==> config.mk <==
export PLATFORM = sky130hd
export DESIGN_NAME = msrb_ctrl
export DESIGN_NICKNAME = d
export VERILOG_FILES = /design/src/sv/msrb_pkg.sv /design/src/sv/msrb_ctrl.sv
export SDC_FILE = /design/constraint.sdc
export NUM_CORES = 1
export LEC_CHECK = 0
export ABC_CLOCK_PERIOD_IN_PS = 10000
export BUFFER_PORTS_ARGS = -buffer_cell sky130_fd_sc_hd__buf_2
export CAP_MARGIN = 15
export CORE_MARGIN = 4
export CORE_UTILIZATION = 60
export CTS_CLUSTER_SIZE = 24
export DETAILED_ROUTE_END_ITERATION = 6
export MAX_ROUTING_LAYER = met4
export PLACE_DENSITY_LB_ADDON = 0.1
export REMOVE_ABC_BUFFERS = 1
export SLEW_MARGIN = 20
export SYNTH_ARGS = -nofsm -noshare
export SYNTH_HDL_FRONTEND = slang
export SYNTH_SLANG_ARGS = --single-unit
==> constraint.sdc <==
create_clock -name clk -period 10 [get_ports clk]
set_input_delay 1.5 -clock clk [delete_from_list [all_inputs] [get_ports clk]]
set_output_delay 1.5 -clock clk [all_outputs]
set_load 0.05 [all_outputs]
==> src/sv/msrb_pkg.sv <==
// Package for the multichannel sample ring buffer.
// Holds sizes, opcodes, status codes, the stage info struct and helper functions.
// No dependencies.
`timescale 1ns / 1ps
`default_nettype none

package msrb_pkg;

	// Store geometry.
	localparam int CHANNELS = 8;
	localparam int DEPTH    = 1024;
	localparam int CH_W     = $clog2(CHANNELS);
	localparam int PTR_W    = $clog2(DEPTH);
	localparam int LEN_W    = PTR_W + 1;
	localparam int ADDR_W   = CH_W + PTR_W;

	// Fixed field widths.
	localparam int DATA_W   = 32;
	localparam int OP_W     = 2;
	localparam int CHAN_W   = 3;
	localparam int OFF_W    = 10;
	localparam int AVAIL_W  = 10;
	localparam int CFG_W    = 11;

	// Operation codes.
	localparam logic [OP_W-1:0] OP_PUSH  = 2'd0;
	localparam logic [OP_W-1:0] OP_POP   = 2'd1;
	localparam logic [OP_W-1:0] OP_PEEK  = 2'd2;
	localparam logic [OP_W-1:0] OP_COUNT = 2'd3;

	// Status codes.
	localparam logic ST_OK    = 1'b0;
	localparam logic ST_RANGE = 1'b1;

	// What the front end hands to the result stage for each transfer.
	typedef struct packed {
		logic             chan_ok;
		logic             is_pop;
		logic             rd_ok;
		logic             status;
		logic [LEN_W-1:0] rp;
		logic [LEN_W-1:0] wp;
		logic [LEN_W-1:0] len;
	} info_t;

	// A single precision pattern with an all-ones exponent and a nonzero mantissa.
	function automatic logic is_nan(input logic [DATA_W-1:0] x);
		is_nan = (x[30:23] == 8'hFF) && (x[22:0] != 23'd0);
	endfunction

	// Length in use: zero acts as one, anything above the depth acts as the depth.
	function automatic logic [LEN_W-1:0] eff_len(input logic [CFG_W-1:0] v);
		logic [LEN_W-1:0] n;
		if (v == '0) begin
			n = LEN_W'(1);
		end else if (int'(v) > DEPTH) begin
			n = LEN_W'(DEPTH);
		end else begin
			n = LEN_W'(v);
		end
		eff_len = n;
	endfunction

endpackage

`default_nettype wire

==> src/sv/msrb_ctrl.sv <==
// Front end of the ring buffer: per-channel pointers, write marks and length register.
// Forms the store address for each transfer and the info for the result stage.
// Depends on msrb_pkg.
`timescale 1ns / 1ps
`default_nettype none

module msrb_ctrl (
	input  wire logic                          clk,
	input  wire logic                          arst_n,
	input  wire logic                          accept,
	input  wire logic [msrb_pkg::OP_W-1:0]     opcode,
	input  wire logic [msrb_pkg::CHAN_W-1:0]   channel,
	input  wire logic [msrb_pkg::DATA_W-1:0]   sample_in,
	input  wire logic [msrb_pkg::OFF_W-1:0]    offset,
	input  wire logic                          cfg_we,
	input  wire logic [msrb_pkg::CFG_W-1:0]    cfg_wdata,
	output logic                               ram_en,
	output logic                               ram_we,
	output logic      [msrb_pkg::ADDR_W-1:0]   ram_addr,
	output logic      [msrb_pkg::DATA_W-1:0]   ram_wdata,
	output msrb_pkg::info_t                    info
);
	import msrb_pkg::*;

	logic [PTR_W-1:0] rp_q [CHANNELS];
	logic [PTR_W-1:0] wp_q [CHANNELS];
	logic [LEN_W-1:0] hw_q [CHANNELS];
	logic [LEN_W-1:0] len_q;

	logic [CH_W-1:0]  ch;
	logic             chan_ok;
	logic [LEN_W-1:0] rp, wp, rp_inc, wp_inc, rp_next, wp_next;
	logic [LEN_W-1:0] rp_new, wp_new, off_l, peek_idx, hw;
	logic             peek_bad;
	logic [PTR_W-1:0] slot;
	logic             is_push;

	// Current pointers of the addressed channel, forced into range.
	always_comb begin
		ch      = channel[CH_W-1:0];
		chan_ok = int'(channel) < CHANNELS;
		hw      = hw_q[ch];
		rp      = {1'b0, rp_q[ch]};
		wp      = {1'b0, wp_q[ch]};
		if (rp >= len_q) rp = '0;
		if (wp >= len_q) wp = '0;
		rp_inc   = rp + LEN_W'(1);
		wp_inc   = wp + LEN_W'(1);
		rp_next  = (rp_inc >= len_q) ? '0 : rp_inc;
		wp_next  = (wp_inc >= len_q) ? '0 : wp_inc;
		off_l    = LEN_W'(offset);
		peek_bad = off_l >= len_q;
		peek_idx = (rp >= off_l) ? (rp - off_l) : (rp + len_q - off_l);
	end

	// Decode the operation into a store access and the pointers left behind.
	always_comb begin
		is_push      = 1'b0;
		slot         = rp[PTR_W-1:0];
		rp_new       = rp;
		wp_new       = wp;
		info         = '0;
		info.chan_ok = chan_ok;
		info.len     = len_q;
		unique case (opcode)
			OP_PUSH: begin
				is_push = 1'b1;
				slot    = wp[PTR_W-1:0];
				wp_new  = wp_next;
			end
			OP_POP: begin
				slot        = rp[PTR_W-1:0];
				info.is_pop = 1'b1;
				info.rd_ok  = rp < hw;
				rp_new      = rp_next;
			end
			OP_PEEK: begin
				slot = peek_idx[PTR_W-1:0];
				if (peek_bad) begin
					info.status = ST_RANGE;
				end else begin
					info.rd_ok = peek_idx < hw;
				end
			end
			OP_COUNT: begin
				slot = rp[PTR_W-1:0];
			end
			default: begin
				slot = rp[PTR_W-1:0];
			end
		endcase
		if (!chan_ok) begin
			info.rd_ok  = 1'b0;
			info.is_pop = 1'b0;
			info.status = ST_OK;
		end else begin
			info.rp = rp_new;
			info.wp = wp_new;
		end
		ram_en    = accept && chan_ok;
		ram_we    = is_push;
		ram_addr  = {ch, slot};
		ram_wdata = is_nan(sample_in) ? '0 : sample_in;
	end

	// Pointer file and write marks: a slot below the mark has been written since reset.
	always_ff @(posedge clk or negedge arst_n) begin
		if (!arst_n) begin
			len_q <= LEN_W'(DEPTH);
			for (int i = 0; i < CHANNELS; i++) begin
				rp_q[i] <= '0;
				wp_q[i] <= '0;
				hw_q[i] <= '0;
			end
		end else if (cfg_we) begin
			len_q <= eff_len(cfg_wdata);
			for (int i = 0; i < CHANNELS; i++) begin
				rp_q[i] <= '0;
				wp_q[i] <= '0;
			end
		end else if (accept && chan_ok) begin
			rp_q[ch] <= rp_new[PTR_W-1:0];
			wp_q[ch] <= wp_new[PTR_W-1:0];
			if (is_push && (wp >= hw)) begin
				hw_q[ch] <= wp_inc;
			end
		end
	end

endmodule

`default_nettype wire

==> results.toml <==
[placement]
place_worst_setup_slack_ns = 0.221
gp_congestion = 1.03
placed_area_sq_um = 18000
dp_hpwl_um = 41200
io_buffers = 144
place_inst = 2122

[clock_tree]
h-tree-depth = 1
clk_latency_ns = 0.58
clkTransAtPathRegs_ns = 0.06
cts-root-buf = "clkbuf_16"
cts.path.max_buffers = 3
cts_hold_buf = 0
numCtsBuffers = 28
cts.sinks = 259
tritoncts = "yes"

[pwr]
combPwrFrac_pct = 22.3
p_leak_nw = 9.30
p_total_w = 0.00280
powerDensity_nw_per_um2 = 147
pwr-share-clk_pct = 38.7
vdd_drop_max_mv = 0.140
pwr-share-seq_pct = 39.0
power_switching_w = 0.000890
swShare_pct = 31.8
p_int_w = 0.00191

[drt]
routed_wl_um = 58000
vias = 14814
final_antenna_net_count = 0
first_pass_iters = 6
drc = 0
wl_per_cell_um = 26.7
detail_route.vias_per_cell = 6.81
drt_first_iter_violations = 1792

[layout]
num_antenna_cells = 0
syn2layout_area_growth_pct = 13.7
multi_input_area_sq_um = 9380
final_common_cell = "dfrtp_1"
stdcell_count = 2175
seq_area_sq_um = 6480
final_net_count = 1969
n_fill_cell = 2086
drive_gt1_share_pct = 25.1
final_area_sq_um = 19000
mostFrequentLayoutCells = "258 x dfrtp_1, 160 x nand2_1, 138 x buf_2, 115 x ha_1, 97 x mux2_2"

[global_route]
grt_max_degree = 174
grt_pass1_vias = 14945
grt_usage_pct = 38.4
antenna_found_initial = 1
grt_pass1_wl_um = 89100
overflow = 0

[sta]
min_period_ns = 9.70
worst_slew_pin_slew_ns = 1.11
report.final.setup_viol = 0
max_freq_mhz = 103
final-max-slew-violation-count = 0
hold_viol = 0
slew_headroom_pct = 25.6
fin_ws_ns = 0.303
skew_ns = 0.0211
finalCritPeriodShare_pct = 97.0
tns_ns = 0

[yosys]
synth-seq-area-share_pct = 38.8
synth_cell_types = 100
avgSynthCellArea_sq_um = 10.2
async_reset_ff_share_pct = 100
netlist_instances = 1636
yosysWarnings = 0
synth_flop_cell = "dfrtp_1"
synth_seq_cells = 259
synth_edf_count = 0
synth.cell_area_sq_um = 16700

[setup_path]
cp.arrival_ns = 8.20
cp_max_fo = 18
cpLargestDelayFamily = "simple AND/OR/NAND/NOR gates"
endpoint_kind = "output port"
crit_slowest_cell = "nor4b_4"
crit_type = "primary input to output port"
cp_data_required_time_ns = 8.50
max_stage_delay_ns = 0.39
r2r_setup_slack_ns = 3.09
critPathMostFrequentCell = "ha_1"
worstRegToRegCells = 28
crit_cells = 28
worstReg2RegEnd = "wp_q[19]"
timing.rr.start = "wp_q[42]"
cp_num_buf_inv = 5
crit_path_start_kind = "primary input"

[min_path]
hp-start = "hw_q[21]"
hold_path_depth = 1
min_path_type = "flop to flop"
worstHoldEndpoint = "hw_q[21]"

[run_status]
outcome = "complete, no violations"

[die]
dieArea_sq_um = 30600
die_y_um = 175
fp.dieW_um = 175
pin_count = 146
row_count = 60
fp.coreArea_sq_um = 27200
start_util_pct = 61.5

[job]
cap_violations = 0
## worst max-delay path by stage
stage | from | to
after CTS | channel[1] | info[34]
after global routing | channel[1] | info[11]
after global placement | channel[1] | info[34]
after floorplan | channel[1] | info[11]
final | channel[1] | info[11]
after detailed placement | channel[1] | info[34]
## cells by family (layout without fill, tap and decap cells)
family | Yosys count | in the layout | synth area share (%)
other | 1 | 1 | 0.0224
adders and majority gates | 127 | 127 | 9.98
buffers and inverters | 193 | 360 | 5.58
AOI/OAI and AO/OA | 463 | 463 | 20.4
xor gates and xnor gates | 33 | 33 | 1.84
muxes | 145 | 145 | 11.0
DFF | 259 | 259 | 38.8
and+or+nand+nor | 415 | 415 | 12.3
## synth_stat cells (24+ instances only)
library cell,instances,area share [%]
o21ai_0,90,2.7
clkbuf_1,55,1.2
nand2_1,160,3.6
dfrtp_1,258,39
a221oi_1,38,2.0
and2_1,39,1.5
inv_1,79,1.8
a21o_1,28,1.3
nand3_1,24,0.72
mux2_2,97,6.5
a22oi_1,32,1.4
a22o_1,69,3.6
o221ai_1,27,1.4
ha_1,115,8.6
a21oi_1,59,1.8
mux2i_1,24,1.4
nor2_1,70,1.6
## power by group through the flow
stage	Clock, W	Sequential, W	Combinational, W
after global routing	0.00114	0.00109	0.000670
after global placement	0	0.00111	0.000600
after detailed placement	0	0.00111	0.000608
after floorplan	0	0.00112	0.000362
after CTS	0.00109	0.00109	0.000612
final	0.00108	0.00109	0.000625
## metrics by stage
stage	hold slack [ns]	util, %
2_1_floorplan	0.427	-
3_3_place_gp	0.438	66.3
3_5_place_dp	0.447	66.3
4_1_cts	0.461	69.9
5_1_grt	0.482	70.0
6_report	0.458	70.0
## flip-flops by register name, summed over array words and instances, names as in the netlist
| name | flops |
|---|---|
| len_q | 11 |
| rp_q | 80 |
| hw_q | 88 |
| wp_q | 80 |
## per-layer routing
metal  global-route usage (%)  vias up  wire, um
met2                     56.9      944     25200
li1                         -     6348         -
met4                     16.5        0      3230
met1                     51.4     7317     23300
met3                     8.48      205      6330
met5                        -        -         0
## cell type report
type                       instances  area share [%]
inverter                          84            1.67
clock buffer                      44            4.48
timing repair buffer             224            7.35
multi-input combinational       1184            49.3
clock inverter                     8           0.625
tap                              372            2.45
sequential                       259            34.1
## worst register-to-register path: cells and delay by family, from the launching register on
kind,cells,cell delay (ns)
adders and majority gates,3,0.80
AOI/OAI and AO/OA,8,1.91
xor gates and xnor gates,1,0.25
buffers and inverters,3,0.46
and+or+nand+nor,12,2.77
DFF,1,0.39
muxes,1,0.27
## timing repair
item / in CTS / in global routing
buffers inserted: 0 / 1
gates resized for setup: 0 / 6
setup endpoints to repair: 0 / 13
endpoints found under the hold margin: 0 / 0
(Power assumes the default switching activity.)
