`src/sv/msrb_pkg.sv`:
```
// Package for the multichannel sample ring buffer.
// Holds sizes, opcodes, status codes, the stage info struct and helper functions.
// No dependencies.
`timescale 1ns / 1ps
`default_nettype none

package msrb_pkg;

	// Store geometry.
	localparam int CHANNELS = 8;
	localparam int DEPTH    = 1024;
	localparam int CH_W     = $clog2(CHANNELS);
	localparam int PTR_W    = $clog2(DEPTH);
	localparam int LEN_W    = PTR_W + 1;
	localparam int ADDR_W   = CH_W + PTR_W;

	// Fixed field widths.
	localparam int DATA_W   = 32;
	localparam int OP_W     = 2;
	localparam int CHAN_W   = 3;
	localparam int OFF_W    = 10;
	localparam int AVAIL_W  = 10;
	localparam int CFG_W    = 11;

	// Operation codes.
	localparam logic [OP_W-1:0] OP_PUSH  = 2'd0;
	localparam logic [OP_W-1:0] OP_POP   = 2'd1;
	localparam logic [OP_W-1:0] OP_PEEK  = 2'd2;
	localparam logic [OP_W-1:0] OP_COUNT = 2'd3;

	// Status codes.
	localparam logic ST_OK    = 1'b0;
	localparam logic ST_RANGE = 1'b1;

	// What the front end hands to the result stage for each transfer.
	typedef struct packed {
		logic             chan_ok;
		logic             is_pop;
		logic             rd_ok;
		logic             status;
		logic [LEN_W-1:0] rp;
		logic [LEN_W-1:0] wp;
		logic [LEN_W-1:0] len;
	} info_t;

	// A single precision pattern with an all-ones exponent and a nonzero mantissa.
	function automatic logic is_nan(input logic [DATA_W-1:0] x);
		is_nan = (x[30:23] == 8'hFF) && (x[22:0] != 23'd0);
	endfunction

	// Length in use: zero acts as one, anything above the depth acts as the depth.
	function automatic logic [LEN_W-1:0] eff_len(input logic [CFG_W-1:0] v);
		logic [LEN_W-1:0] n;
		if (v == '0) begin
			n = LEN_W'(1);
		end else if (int'(v) > DEPTH) begin
			n = LEN_W'(DEPTH);
		end else begin
			n = LEN_W'(v);
		end
		eff_len = n;
	endfunction

endpackage

`default_nettype wire

```
`src/sv/msrb_out.sv`:
```
// Result side of the ring buffer: the read stage and the output register.
// Filters NaN on pop, computes the fill level and drives the result stream.
// Depends on msrb_pkg.
`timescale 1ns / 1ps
`default_nettype none

module msrb_out (
	input  wire logic                           clk,
	input  wire logic                           arst_n,
	input  wire logic                           accept,
	input  wire msrb_pkg::info_t                info,
	input  wire logic [msrb_pkg::DATA_W-1:0]    ram_rdata,
	output logic                                in_ready,
	output logic                                out_valid,
	input  wire logic                           out_ready,
	output logic      [msrb_pkg::DATA_W-1:0]    sample_out,
	output logic      [msrb_pkg::AVAIL_W-1:0]   available,
	output logic                                status
);
	import msrb_pkg::*;

	logic             valid_s1;
	info_t            info_s1;
	logic             out_valid_q;
	logic [DATA_W-1:0] sample_q;
	logic [AVAIL_W-1:0] avail_q;
	logic             status_q;

	logic             advance;
	logic [DATA_W-1:0] smp;
	logic [LEN_W-1:0] avail;

	// The read stage moves on whenever the output register is empty or being taken.
	assign advance  = valid_s1 && (!out_valid_q || out_ready);
	assign in_ready = !valid_s1 || advance;

	// Result value and fill level from the read stage.
	always_comb begin
		smp = '0;
		if (info_s1.rd_ok) begin
			smp = (info_s1.is_pop && is_nan(ram_rdata)) ? '0 : ram_rdata;
		end
		avail = (info_s1.wp >= info_s1.rp) ? (info_s1.wp - info_s1.rp)
			: (info_s1.wp + info_s1.len - info_s1.rp);
		if (!info_s1.chan_ok) avail = '0;
	end

	// Read stage control.
	always_ff @(posedge clk or negedge arst_n) begin
		if (!arst_n) begin
			valid_s1 <= 1'b0;
		end else if (accept) begin
			valid_s1 <= 1'b1;
		end else if (advance) begin
			valid_s1 <= 1'b0;
		end
	end

	// Read stage payload.
	always_ff @(posedge clk) begin
		if (accept) begin
			info_s1 <= info;
		end
	end

	// Output register control.
	always_ff @(posedge clk or negedge arst_n) begin
		if (!arst_n) begin
			out_valid_q <= 1'b0;
		end else if (advance) begin
			out_valid_q <= 1'b1;
		end else if (out_ready) begin
			out_valid_q <= 1'b0;
		end
	end

	// Output register payload.
	always_ff @(posedge clk) begin
		if (advance) begin
			sample_q <= smp;
			avail_q  <= avail[AVAIL_W-1:0];
			status_q <= info_s1.status;
		end
	end

	assign out_valid  = out_valid_q;
	assign sample_out = sample_q;
	assign available  = avail_q;
	assign status     = status_q;

endmodule

`default_nettype wire

```
`config.mk`:
```
export PLATFORM = sky130hd
export DESIGN_NAME = msrb_out
export DESIGN_NICKNAME = d
export VERILOG_FILES = /design/src/sv/msrb_pkg.sv /design/src/sv/msrb_out.sv
export SDC_FILE = /design/constraint.sdc
export NUM_CORES = 1
export LEC_CHECK = 0
export BUFFER_PORTS_ARGS = -buffer_cell sky130_fd_sc_hd__buf_2
export CAP_MARGIN = 5
export CORE_MARGIN = 5
export CORE_UTILIZATION = 52
export CTS_CLUSTER_SIZE = 10
export DETAILED_ROUTE_END_ITERATION = 10
export HOLD_SLACK_MARGIN = 0.05
export PLACE_DENSITY = 0.8
export SLEW_MARGIN = 10
export SYNTH_ARGS = -nofsm -noshare
export SYNTH_HDL_FRONTEND = slang
export SYNTH_SLANG_ARGS = --single-unit
```
`constraint.sdc`:
```
create_clock -name clk -period 3.3 [get_ports clk]
set_clock_uncertainty 0.1 [all_clocks]
set_input_delay 0.33 -clock clk [delete_from_list [all_inputs] [get_ports clk]]
set_output_delay 0.33 -clock clk [all_outputs]
set_load 0.005 [all_outputs]
```
==> metrics list, run 1 <==
- Multi-input combinational cell area: 1473 sq um
- Kind of launch point of the worst setup path: register
- Pin slew with the least headroom to its limit: 0.9673 ns
- The worst setup path is of the reg2reg kind.
- Number of antenna violations at the first check in global routing: 0
- Counting every sink on the clock net gives 81.
- Total detailed-routing wirelength: about 8900 um
* Largest net degree at the start of global routing: 44
* Number of standard-cell rows in the floorplan: 32
- TritonCTS built the clock tree.
- Synthesized area: about 4000 sq um
* CTS Buf Count: 9
- Using the TritonRoute via totals, the vias-per-cell ratio works out to approximately 5.
- Number of endpoints with negative hold slack in the final report: 0
* Clock tree root driver cell: sky130_fd_sc_hd__clkbuf_8
- Run status: completed
- Iter 0 DRT Violations: around 140
- Summing all flip-flop and latch instances after layout gives between 2000 and 2500 sq um.
- The worst hold path terminates at sample_out[31].
- Number of warning messages in the yosys log: 0
* Via Count: roughly 2900
- Number of stages on the worst hold path: 2
- Static leakage: approximately 2.4 nW
* Utilization of the core after routing: between 70 and 80%
* RSZ-0062 raised after global routing: false
* Count of state elements after synthesis: a little over 80
* CP Data Required Time: between 3 and 4 ns
- Synthesized netlist net count: around 420
- In this run the tightest slew margin relative to its limit is 35.51%.
- For this run, the total global-route usage over all layers was measured as approximately a fifth.
- In the synthesized netlist the async set-or-reset flop fraction comes to 2.469%.
* Final Wtd Congestion: approximately 0.85
* Count of flip-flops with a built-in enable after synthesis: 79
- Once the floorplan was initialized, standard cells occupied about 53% of the core.
* Kind of end point of the critical path: register
- Antenna Nets Post-Route: 0
- Each instance of the synthesized netlist takes up on average 12.81 sq um.
* Setup slack of the most critical reg-to-reg path: about 0.19 ns
- Ant diodes: 0
- Setup violations remaining at the end of the flow were counted as 0.
- For the worst-skew pair, the clock arrives at the later sink with an insertion delay of around 0.35 ns.
- Number of cell instances on the worst register-to-register path: 9
* Chip height: roughly 99 um
- Total congestion overflow: 0
- Standard cell core area: 7687 sq um
- During placement, the flow inserted port buffers numbering 116.
- For this run, the leading register cell type out of synthesis is sky130_fd_sc_hd__edfxtp_1.
* Most frequent cells in the layout: 116 x sky130_fd_sc_hd__buf_2, 79 x sky130_fd_sc_hd__edfxtp_1, 49 x sky130_fd_sc_hd__inv_1
* DRC violation count after routing: 0
* First-pass GRT wire length: 14280 um
- Synthesis instantiated 43 different standard cells from the library.
- After layout, the worst path uses ~94% of the clock period.
* Total die area: between 9000 and 10000 sq um
- Peak clock frequency supported by timing: between 300 and 400 MHz
* Vias in the first global route: between 2000 and 3000
- Filler cell count: between 500 and 600
* Shortest clock period the worst path allows after layout: between 3 and 4 ns
- After the last flow step, the layout net total stands at about 580.
- Synthesis produced 320 cells.
- Proportion of layout cells with a drive suffix above 1: between 20 and 30%
- HP Start: ram_rdata[31]
- The number of pins exceeding their max-slew limit in the final report is 0.
- Along the worst path, the maximum fanout reaches 3.
* Reg-to-reg critical path startpoint: info_s1[23]
- Arrival @ worst endpoint: ~3.1 ns
- Die Span X: slightly below 100 um
* # Max-Cap Violations: 0
* Area growth from synthesis to layout: 31.58%
* H-tree Lvls: 3
- The worst register-to-register path ends at available[7].
- Tightest Hold Check Type: in2reg
- After clock tree synthesis, the clock-pin slew on the worst setup and hold paths is 0.09 ns.
* Maximum buffer depth of the clock tree: 2
- Sequential elements use approximately 60% of the synthesized area.
* Most common library cell in the layout ignoring fill and taps: sky130_fd_sc_hd__buf_2
- Final total negative setup slack: 0 ns
- Total iterations of the first detailed-routing run: 5
- In this run the power density over the cells is 529.4 nW/um^2.
- For this design the top-level I/O count stands at roughly 120.
- HPWL after detailed placement: just over 6000 um
- VDD sags by at most 357.2 uV.
- Dividing the detail-routed wire length by the instance count gives 15.15 um.
## critical path, stage by stage, from the launching register on
cell	delay (ns)
sky130_fd_sc_hd__edfxtp_1	0.46
sky130_fd_sc_hd__fa_1	0.56
sky130_fd_sc_hd__inv_1	0.06
sky130_fd_sc_hd__ha_1	0.30
sky130_fd_sc_hd__a211oi_1	0.30
sky130_fd_sc_hd__o21ai_0	0.19
sky130_fd_sc_hd__a2111oi_0	0.52
sky130_fd_sc_hd__nor3_1	0.12
sky130_fd_sc_hd__xnor2_1	0.15
sky130_fd_sc_hd__a21oi_1	0.08
## per-layer routing
layer / share of wire (%) / up-vias / wire, um / global-route usage, %
li1: - / 1447 / - / -
met1: 39 / 1377 / 3430 / 22.08
met2: 53 / 102 / 4731 / 32.80
met3: 6.7 / 13 / 601 / 5.732
met4: 1.6 / 0 / 144 / 6.618
met5: 0 / - / 0 / 0
## what timing repair did
action | CTS | global route
gates resized for setup | 0 | 0
hold buffers | 36 | 1
endpoints found under the hold margin | 37 | 1
buffers inserted | 0 | 0
## logic make-up (layout without fill, tap and decap cells)
logic type / after synthesis / count (layout) / synth area share (%)
and+or+nand+nor: 90 / 90 / 12.66
buffers and inverters: 53 / 219 / 5.035
muxes: 6 / 6 / 1.495
AOI/OAI and AO/OA: 46 / 46 / 7.752
adders and majority gates: 30 / 30 / 10.99
xor gates and xnor gates: 14 / 14 / 2.991
DFF: 81 / 81 / 59.08
## worst max path at each step
| stage | startpoint | endpoint | slack (ns) | cells after the start |
|---|---|---|---|---|
| global route | info_s1[12] | available[7] | 0.1 | 10 |
| finish | info_s1[23] | available[7] | 0.19 | 9 |
| detailed placement | info_s1[12] | available[7] | 0.27 | 10 |
| CTS | info_s1[12] | available[7] | 0.24 | 10 |
| global placement | info_s1[23] | available[7] | 0.37 | 9 |
| floorplan | info_s1[23] | available[7] | 0.57 | 9 |
## cells in the mapped netlist, types with 2 or more instances
master,number,area [sq um]
sky130_fd_sc_hd__a21o_1,4,30.03
sky130_fd_sc_hd__a21oi_1,12,60.06
sky130_fd_sc_hd__and2_1,34,212.7
sky130_fd_sc_hd__clkbuf_1,3,11.26
sky130_fd_sc_hd__dfrtp_1,2,50.05
sky130_fd_sc_hd__edfxtp_1,79,2372
sky130_fd_sc_hd__fa_1,10,200.2
sky130_fd_sc_hd__ha_1,20,250.2
sky130_fd_sc_hd__inv_1,49,183.9
sky130_fd_sc_hd__mux2i_1,5,50.05
sky130_fd_sc_hd__nand2_1,9,33.78
sky130_fd_sc_hd__nand2b_1,5,31.28
sky130_fd_sc_hd__nand3_1,3,15.01
sky130_fd_sc_hd__nand3b_1,2,15.01
sky130_fd_sc_hd__nand4_1,5,31.28
sky130_fd_sc_hd__nor2_1,12,45.04
sky130_fd_sc_hd__nor2b_1,2,12.51
sky130_fd_sc_hd__nor3_1,6,30.03
sky130_fd_sc_hd__nor4_1,5,31.28
sky130_fd_sc_hd__o2111ai_1,2,17.52
sky130_fd_sc_hd__o21a_1,4,30.03
sky130_fd_sc_hd__o21ai_0,13,65.06
sky130_fd_sc_hd__or3_1,2,12.51
sky130_fd_sc_hd__xnor2_1,9,78.83
sky130_fd_sc_hd__xor2_1,5,43.79
## state kept, by name, summed over array words and instances, names as in the netlist
name / count
available: 10
valid_s1: 1
status: 1
info_s1: 36
out_valid: 1
sample_out: 32
## report_power, final
group          total (mW)  switching, mW  internal (mW)  leakage, nW
clock               0.834          0.393          0.441        0.117
sequential           1.29         0.0336           1.25        0.799
combinational       0.735          0.389          0.346         1.47
## stage by stage
| step | hold WS, ns | cells | worst slack (ns) | area, sq um | power, mW |
|---|---|---|---|---|---|
| CTS | 0.05482 | 587 | 0.2445 | 5385 | 2.868 |
| global route | 0.1230 | 588 | 0.09894 | 5395 | 3.013 |
| detailed placement | 0.01777 | 535 | 0.2688 | 4795 | 2.005 |
| floorplan | -0.06559 | 320 | 0.5666 | 4100 | 1.781 |
| global placement | 0.01437 | 535 | 0.3701 | 4795 | 1.974 |
| finish | 0.1400 | 588 | 0.1854 | 5395 | 2.856 |
## cell type report
cell class / count / share of cell area (%)
Clock buffer: 9 / 2.296
Clock inverter: 7 / 1.971
Inverter: 49 / 3.409
Multi-Input combinational cell: 186 / 27.30
Sequential cell: 81 / 44.90
Tap cell: 102 / 2.365
Timing Repair Buffer: 154 / 17.76
Note: power is estimated with default switching activity, not from simulation.
==> run 2, diff against run 1 <==
Clock period 3.3 ns to 3.2 ns, I/O delays scaled along.
==> run 2 against run 1 <==
Against the previous run:
- routed wire length decreased by 2.3%
- clock-buffer cell count unchanged
- die area unchanged
- non-clock buffer count unchanged
- total power increased by 3.1%
- setup slack improved by 0.0018 ns
- sequential share of layout area decreased by 0.073 points
- clock power increased by 2%
- critical endpoint is now available[8]
- largest cell class unchanged
- largest power group unchanged
==> metrics list, run 2 (same netlist as run 1, synthesis figures left out) <==
- Global routing used a little over a fifth of the available met1 tracks.
- Most common library cell in the layout ignoring fill and taps: sky130_fd_sc_hd__buf_2
- The worst-case IR drop observed on VDD is around 350 uV.
- Across all register-to-register paths, the minimum setup slack is approximately 0.19 ns.
- Along the worst hold path, the cell count comes to 2.
- Global routing used 18.27% of the available tracks.
- For this design the ratio of total power to cell area is between 500 and 600 nW/um^2.
- During placement, the flow inserted port buffers numbering around 120.
- Before antenna repair, the detailed router went through 4 iterations.
* Sw Ratio: between 20% and 30%
- HPWL after detailed placement: a little over 6000 um
* CTS Buf Count: 9
* Pin slew with the least headroom to its limit: about 0.97 ns
- Flip-flop count of the largest register, all copies and words added: 36
- Static leakage: ~2.4 nW
- Largest net degree at the start of global routing: 44
- Met3 Use GR: under 10%
* Via density: between 4 and 5
- First-pass GRT wire length: between 10000 and 15000 um
- In this run the core area contains 32 standard-cell rows.
- Kind of end point of the critical path: register
* CP Data Required Time: 3.20 ns
* Number of endpoints with negative hold slack in the final report: 0
- Once layout is complete, the utilization of the core stands at roughly 70%.
- In this run the deepest clock path goes through 2 buffers.
- Worst Path Max Fanout: 6
- Worst-Skew Late Latency: 0.35 ns
- After layout, the worst setup slack is around 0.19 ns.
- Setup violations remaining at the end of the flow were counted as 0.
- In the final routed layout, each cell accounts on average for around 15 um.
- The number of antenna violations at the first check in global routing was 0.
- Setup repair after global routing left no endpoint under its margin.
* Die Span X: ~100 um
- In this run the standard cell core region covers between 7000 and 8000 sq um.
- Relative slew slack: between 30% and 40%
- For the worst setup path, the data arrival time is approximately 3 ns.
- DRC violation count after routing: 0
- Including well taps, the total number of placed cells is around 540.
- Reg-to-reg critical path startpoint: info_s1[15]
* Proportion of layout cells with a drive suffix above 1: between 20 and 30%
- WS Path Type: reg2reg
- Final hold analysis gives a worst-case slack of between 0.1 and 0.15 ns.
* Kind of launch point of the worst setup path: register
- Shortest clock period the worst path allows after layout: about 3.0 ns
- Total detailed-routing wirelength: between 8000 and 9000 um
- The number of pins exceeding their max-slew limit in the final report was 0.
* Number of nets in the final layout: around 600
- Of the total power, registers draw between 40% and 50%.
* Filler cell count: 555
- Leaving out filler cells and counting taps, the final layout contains about 600.
- Antenna Nets Post-Route: 0
- For hold timing, the worst endpoint is sample_out[31].
- Clock-pin slew was measured on the worst setup and hold paths at around 0.09 ns.
* Biggest register: info_s1
- Net Sw Power: around 0.84 mW
* Final Wtd Congestion: 0.8523
- # Max-Cap Violations: 0
- H-tree Lvls: 3
* Starting utilization of the core area: ~53%
- Chip height: about 99 um
- After routing, the total negative slack on setup checks comes to 0 ns.
* Destination of the worst register-to-register timing path: available[8]
- GRT Max-Usage Layer: met2
- In this run the cell area measured after placement is ~4800 sq um.
- The floorplan step defined a die boundary enclosing 9760 sq um.
* Peak clock frequency supported by timing: ~330 MHz
- The run finished with clean final reports.
- Counting every sink on the clock net gives 81.
- For this run the aggregate overflow at the end of global routing stands at 0.
- Power after layout: ~2.9 mW
* IO Pins: approximately 120
- The path class of the tightest hold or removal check is in2reg.
- Vias in the first global route: roughly 3000
- In the layout the commonest cells are 116 x sky130_fd_sc_hd__buf_2, 79 x sky130_fd_sc_hd__edfxtp_1, 49 x sky130_fd_sc_hd__inv_1.
* Via Count: slightly below 3000
* Iter 0 DRT Violations: approximately 150
* Number of cell instances on the worst register-to-register path: 10
* Worst slack at placement: roughly 0.18 ns
- In this run, the clock network consumes between 20% and 30% of the power.
* Post-route fraction of the period consumed by the critical path: a little over nine tenths
- Final cell area excluding filler cells: 5404 sq um
- Relative contribution of combinational cells to total power: a little over a quarter
- Met2 demand-to-capacity share in global routing: approximately a third
- Relative to the synthesized area, the layout overhead comes to 31.80%.
* HP Start: ram_rdata[31]
- The root buffer cell chosen for the clock tree is sky130_fd_sc_hd__clkbuf_8.
- Internal power comes to around 2.1 mW.
- CTS tree: yes
## run 2: layout make-up
type                    instances  area [sq um]  area share, %
flip-flops and latches         81          2422          44.83
multi-input cells             186          1479          27.37
repair buffers                154         958.4          17.74
inverters                      49         183.9          3.404
well taps                     102         127.6          2.362
clock buffers                   9         123.9          2.292
clock inverters                 7         106.4          1.968
diodes                          1         2.502        0.04631
## run 2: worst max-delay path by stage
stage | slack (ns) | to | from | depth (start not counted)
2_1_floorplan | 0.47 | available[7] | info_s1[23] | 9
3_3_place_gp | 0.28 | available[7] | info_s1[23] | 9
3_5_place_dp | 0.18 | available[7] | info_s1[23] | 9
4_1_cts | 0.17 | available[7] | info_s1[23] | 9
5_1_grt | 0.04 | available[7] | info_s1[12] | 10
6_report | 0.19 | available[8] | info_s1[15] | 10
## run 2: routing by layer
layer | routed length, um | up-vias | share of wire [%]
met1 | 3368 | 1380 | 39
met3 | 616 | 10 | 7.1
met5 | 0 | - | 0
met4 | 109 | 0 | 1.3
met2 | 4607 | 104 | 53
li1 | - | 1447 | -
## run 2: power groups by stage
stage,clock [mW],combinational (mW),sequential [mW]
2_1_floorplan,0,0.481,1.35
3_3_place_gp,0,0.690,1.35
3_5_place_dp,0,0.720,1.35
4_1_cts,0.870,0.760,1.33
5_1_grt,0.922,0.859,1.34
6_report,0.849,0.769,1.33
## run 2: critical path: stages, from the launching register on
cell	delay, ns
sky130_fd_sc_hd__edfxtp_1	0.37
sky130_fd_sc_hd__inv_1	0.06
sky130_fd_sc_hd__fa_1	0.50
sky130_fd_sc_hd__inv_1	0.04
sky130_fd_sc_hd__ha_1	0.37
sky130_fd_sc_hd__and2_1	0.20
sky130_fd_sc_hd__o21ai_0	0.24
sky130_fd_sc_hd__a31oi_1	0.17
sky130_fd_sc_hd__or3_1	0.33
sky130_fd_sc_hd__and3_2	0.20
sky130_fd_sc_hd__o21a_1	0.19
## run 2: timing repair
item | in CTS | in global routing
resized for setup | 0 | 2
endpoints found under the hold margin | 38 | 0
setup buffers | 0 | 0
setup endpoints to repair | 0 | 1
hold buffers | 37 | 0
==> run 3, diff against run 2 <==
Settings changed: ABC_AREA set to 1, CORE_ASPECT_RATIO set to 0.7, CORE_UTILIZATION 52 to 53, SKIP_LAST_GASP set to 1.
==> run 3 against run 2 <==
Against the previous run:
- final cell count is 19% higher
- sequential power hardly changed
- combinational power is 1% higher
- die area is 4.2% higher
- critical endpoint unchanged
==> metrics list, run 3 <==
* CTS Buf Count: 9
- Relative contribution of combinational cells to total power: 24.9%
* Number of library cell types mapped by synthesis: 26
- Standard cell core area: between 7000 and 8000 sq um
- Chip height: between 80 and 90 um
- The clock period could shrink to 2.631 ns.
* Arrival @ worst endpoint: 2.62 ns
- Pins over their slew limit: 0
* First-pass GRT wire length: around 15000 um
- The area growth from synthesis to layout is 26.25%.
- Global router's overall resource usage: a little under a fifth
- The final count of hold timing violations came to 0.
- Pin slew with the least headroom to its limit: between 1 and 1.5 ns
- STA classifies the critical path startpoint as a register.
- The die is 118.4 um wide.
* CTS tree: yes
* H-tree Lvls: 3
- Maximum VDD drop: 300.9 uV
- The initialized floorplan defines 27 standard-cell rows.
- Final Wtd Congestion: about 0.89
- Clock tree root driver cell: sky130_fd_sc_hd__clkbuf_16
* Synthesized netlist net count: about 560
* Final setup violating endpoints: 0
- The flow ran to the end, and the final reports show no timing, DRC or antenna violations.
* Slowest stage cell on the critical path: sky130_fd_sc_hd__fa_1
* Leading post-synthesis cells by instance count: 116 x sky130_fd_sc_hd__inv_1, 88 x sky130_fd_sc_hd__nand2_1, 79 x sky130_fd_sc_hd__edfxtp_1
* Static leakage: roughly 2.8 nW
- Together, buffers and inverters on the worst path number 1.
- Post-route fraction of the period consumed by the critical path: 82.23%
- The analysis attributes to net switching a power of 0.9096 mW.
* Vias in the first global route: ~3200
* Cell type with the largest total area after synthesis: sky130_fd_sc_hd__edfxtp_1
- Largest net degree at the start of global routing: 44
- Maximum buffer depth of the clock tree: 2
- Number of placed instances, taps included: ~670
- Most frequent cells in the layout: 116 x sky130_fd_sc_hd__inv_1, 116 x sky130_fd_sc_hd__buf_2, 88 x sky130_fd_sc_hd__nand2_1
- Count leader, synth: sky130_fd_sc_hd__inv_1
* Max stage delay on crit path: 0.49 ns
- Kind of cell adding the most delay to the critical path: adder cells
- CP cell instances: inv_1, fa_1, fa_1, o21ai_1, nand3_1, nand3_1, nand2_1, nor2_1, nor2_1
* Resize count post-CTS: 0
* Ratio of total power to cell area: around 570 nW/um^2
- The number of antenna violations at the first check in global routing is 0.
- Number of warning messages in the yosys log: 0
* Via Count: 3356
- After synthesis, the mean cell area works out to a little under 10 sq um.
* Peak clock frequency supported by timing: around 380 MHz
* Worst hold margin: approximately 0.058 ns
- The finished layout holds 698 standard cells, fillers aside.
* Top-area cell type share of the netlist area: between 50% and 60%
* Worst slack at placement: 0.5993 ns
- Headroom to the max-slew limit came out at approximately 32%.
* Register area share after synthesis: 55.54%
- Counting flops and latches in the post-synthesis netlist gives around 80.
- Clock transition at the register clock pins on the worst setup and hold paths after CTS: approximately 0.060 ns
* Clock sinks: between 80 and 90
- WS Path Type: reg2reg
* Number of nets in the final layout: ~700
- Register share of total power: between 40 and 50%
- Number of cell instances on the worst register-to-register path: 9
- Setup repair after global routing left no endpoint under its margin.
* Biggest register: info_s1
* Source of the critical timing path: info_s1[12]
- Of all nets on the critical path, the largest fanout is 3.
- # port buffers: roughly 120
* Most used flip-flop cell after synthesis: sky130_fd_sc_hd__edfxtp_1
* Proportion of layout cells with a drive suffix above 1: 23.95%
- In this run the critical register-to-register path is launched from info_s1[12].
- The number of antenna diodes in the final layout is 0.
- # Max-Cap Violations: 0
- In this run the critical register-to-register path is captured at available[8].
* WP depth: 9
- Total congestion overflow: 0
- Cell internal power was estimated by the tool at about 2.2 mW.
- Total iterations of the first detailed-routing run: 4
- Sorting the synthesized cells by area gives the leading types as sky130_fd_sc_hd__edfxtp_1 54%, sky130_fd_sc_hd__inv_1 10%, sky130_fd_sc_hd__nand2_1 7.6%.
- The die covers 10170 sq um.
- Total detailed-routing wirelength: 9295 um
* Setup slack after layout: around 0.57 ns
* Via density: about 4.8
- DRC violation count after routing: 0
- Yosys mapped a number of flops with a built-in enable equal to just under 80.
- Worst-Skew Late Latency: around 0.34 ns
- Worst setup path endpoint: available[8]
- Setup slack of the most critical reg-to-reg path: 0.57 ns
* Wire per inst: 13.32 um
- Mapped Cells: about 450
- The worst hold path belongs to the class in2reg.
- Antenna Nets Post-Route: 0
- Post-CTS setup buffer count: 0
- Post-synthesis async set-or-reset flop share: 2.469%
- IO Pins: 118
* Synthesized area: between 4000 and 5000 sq um
- Flip-flop count of the largest register, all copies and words added: 36
- The initial utilization of the core area, before any placement, comes to 54.94%.
* Final total negative setup slack: 0 ns
- At the worst endpoint, the required time is between 3 and 4 ns.
- Kind of end point of the critical path: register
- In this run, the number of DRC markers left after iteration 0 of detailed routing was 223.
- HPWL after detailed placement: 7271 um
- Clock network power share: 32.9%
- Sw Ratio: 29.00%
run 3: repair_timing:
action / CTS / global route
hold buffers: 9 / 5
endpoints found under the setup margin: 0 / 0
hold endpoints to repair: 10 / 5
run 3: cell families (layout without fill, tap and decap cells):
kind of cell / Yosys count / count (layout) / synth area share, %
flops: 81 / 81 / 55.54
xor+xnor: 11 / 11 / 2.209
buf+inv: 121 / 264 / 10.53
compound gates: 23 / 23 / 2.983
simple gates: 188 / 188 / 18.42
fa+ha+maj: 30 / 30 / 10.33
run 3: metal layers:
metal / GRT usage (%) / wire (um) / share of wire, %
met5: 0 / 0 / 0
met4: 5.458 / 122 / 1.3
met1: 23.59 / 3959 / 43
met2: 29.81 / 4432 / 48
met3: 5.142 / 780 / 8.4
run 3: worst min-delay path by stage:
stage,start,cells past startpoint,endpoint
3_5_place_dp,arst_n,1,valid_s1
5_1_grt,info[25],1,info_s1[25]
6_report,info[20],1,info_s1[20]
3_3_place_gp,arst_n,1,valid_s1
4_1_cts,info[20],1,info_s1[20]
2_1_floorplan,arst_n,0,out_valid
run 3: per-stage QoR:
step	area, sq um	utilization [%]	power, mW
6_report	5507	69.36	3.137
5_1_grt	5507	69.36	3.314
4_1_cts	5456	68.73	3.146
3_5_place_dp	5067	63.83	2.110
3_3_place_gp	5067	63.83	2.076
2_1_floorplan	4362	-	1.861
run 3: final cells by class:
type	count	area, sq um
inverters	117	439.2
flip-flops and latches	81	2422
clock inverters	5	56.30
multi-input cells	252	1491
clock buffers	11	242.7
fillers	576	2432
repair buffers	131	728.2
well taps	101	126.4
run 3: power by group through the flow:
stage | logic [mW] | registers (mW) | clock network [mW]
after detailed placement | 0.761 | 1.35 | 0
final | 0.780 | 1.33 | 1.03
after global placement | 0.732 | 1.34 | 0
after floorplan | 0.509 | 1.35 | 0
after CTS | 0.776 | 1.33 | 1.04
after global routing | 0.885 | 1.34 | 1.09
run 3: worst reg2reg max path: stages, from the launching register on:
cell                       delay [ns]
sky130_fd_sc_hd__edfxtp_1        0.40
sky130_fd_sc_hd__inv_1           0.15
sky130_fd_sc_hd__fa_1            0.48
sky130_fd_sc_hd__fa_1            0.49
sky130_fd_sc_hd__o21ai_1         0.34
sky130_fd_sc_hd__nand3_1         0.15
sky130_fd_sc_hd__nand3_1         0.09
sky130_fd_sc_hd__nand2_1         0.05
sky130_fd_sc_hd__nor2_1          0.08
sky130_fd_sc_hd__nor2_1          0.05
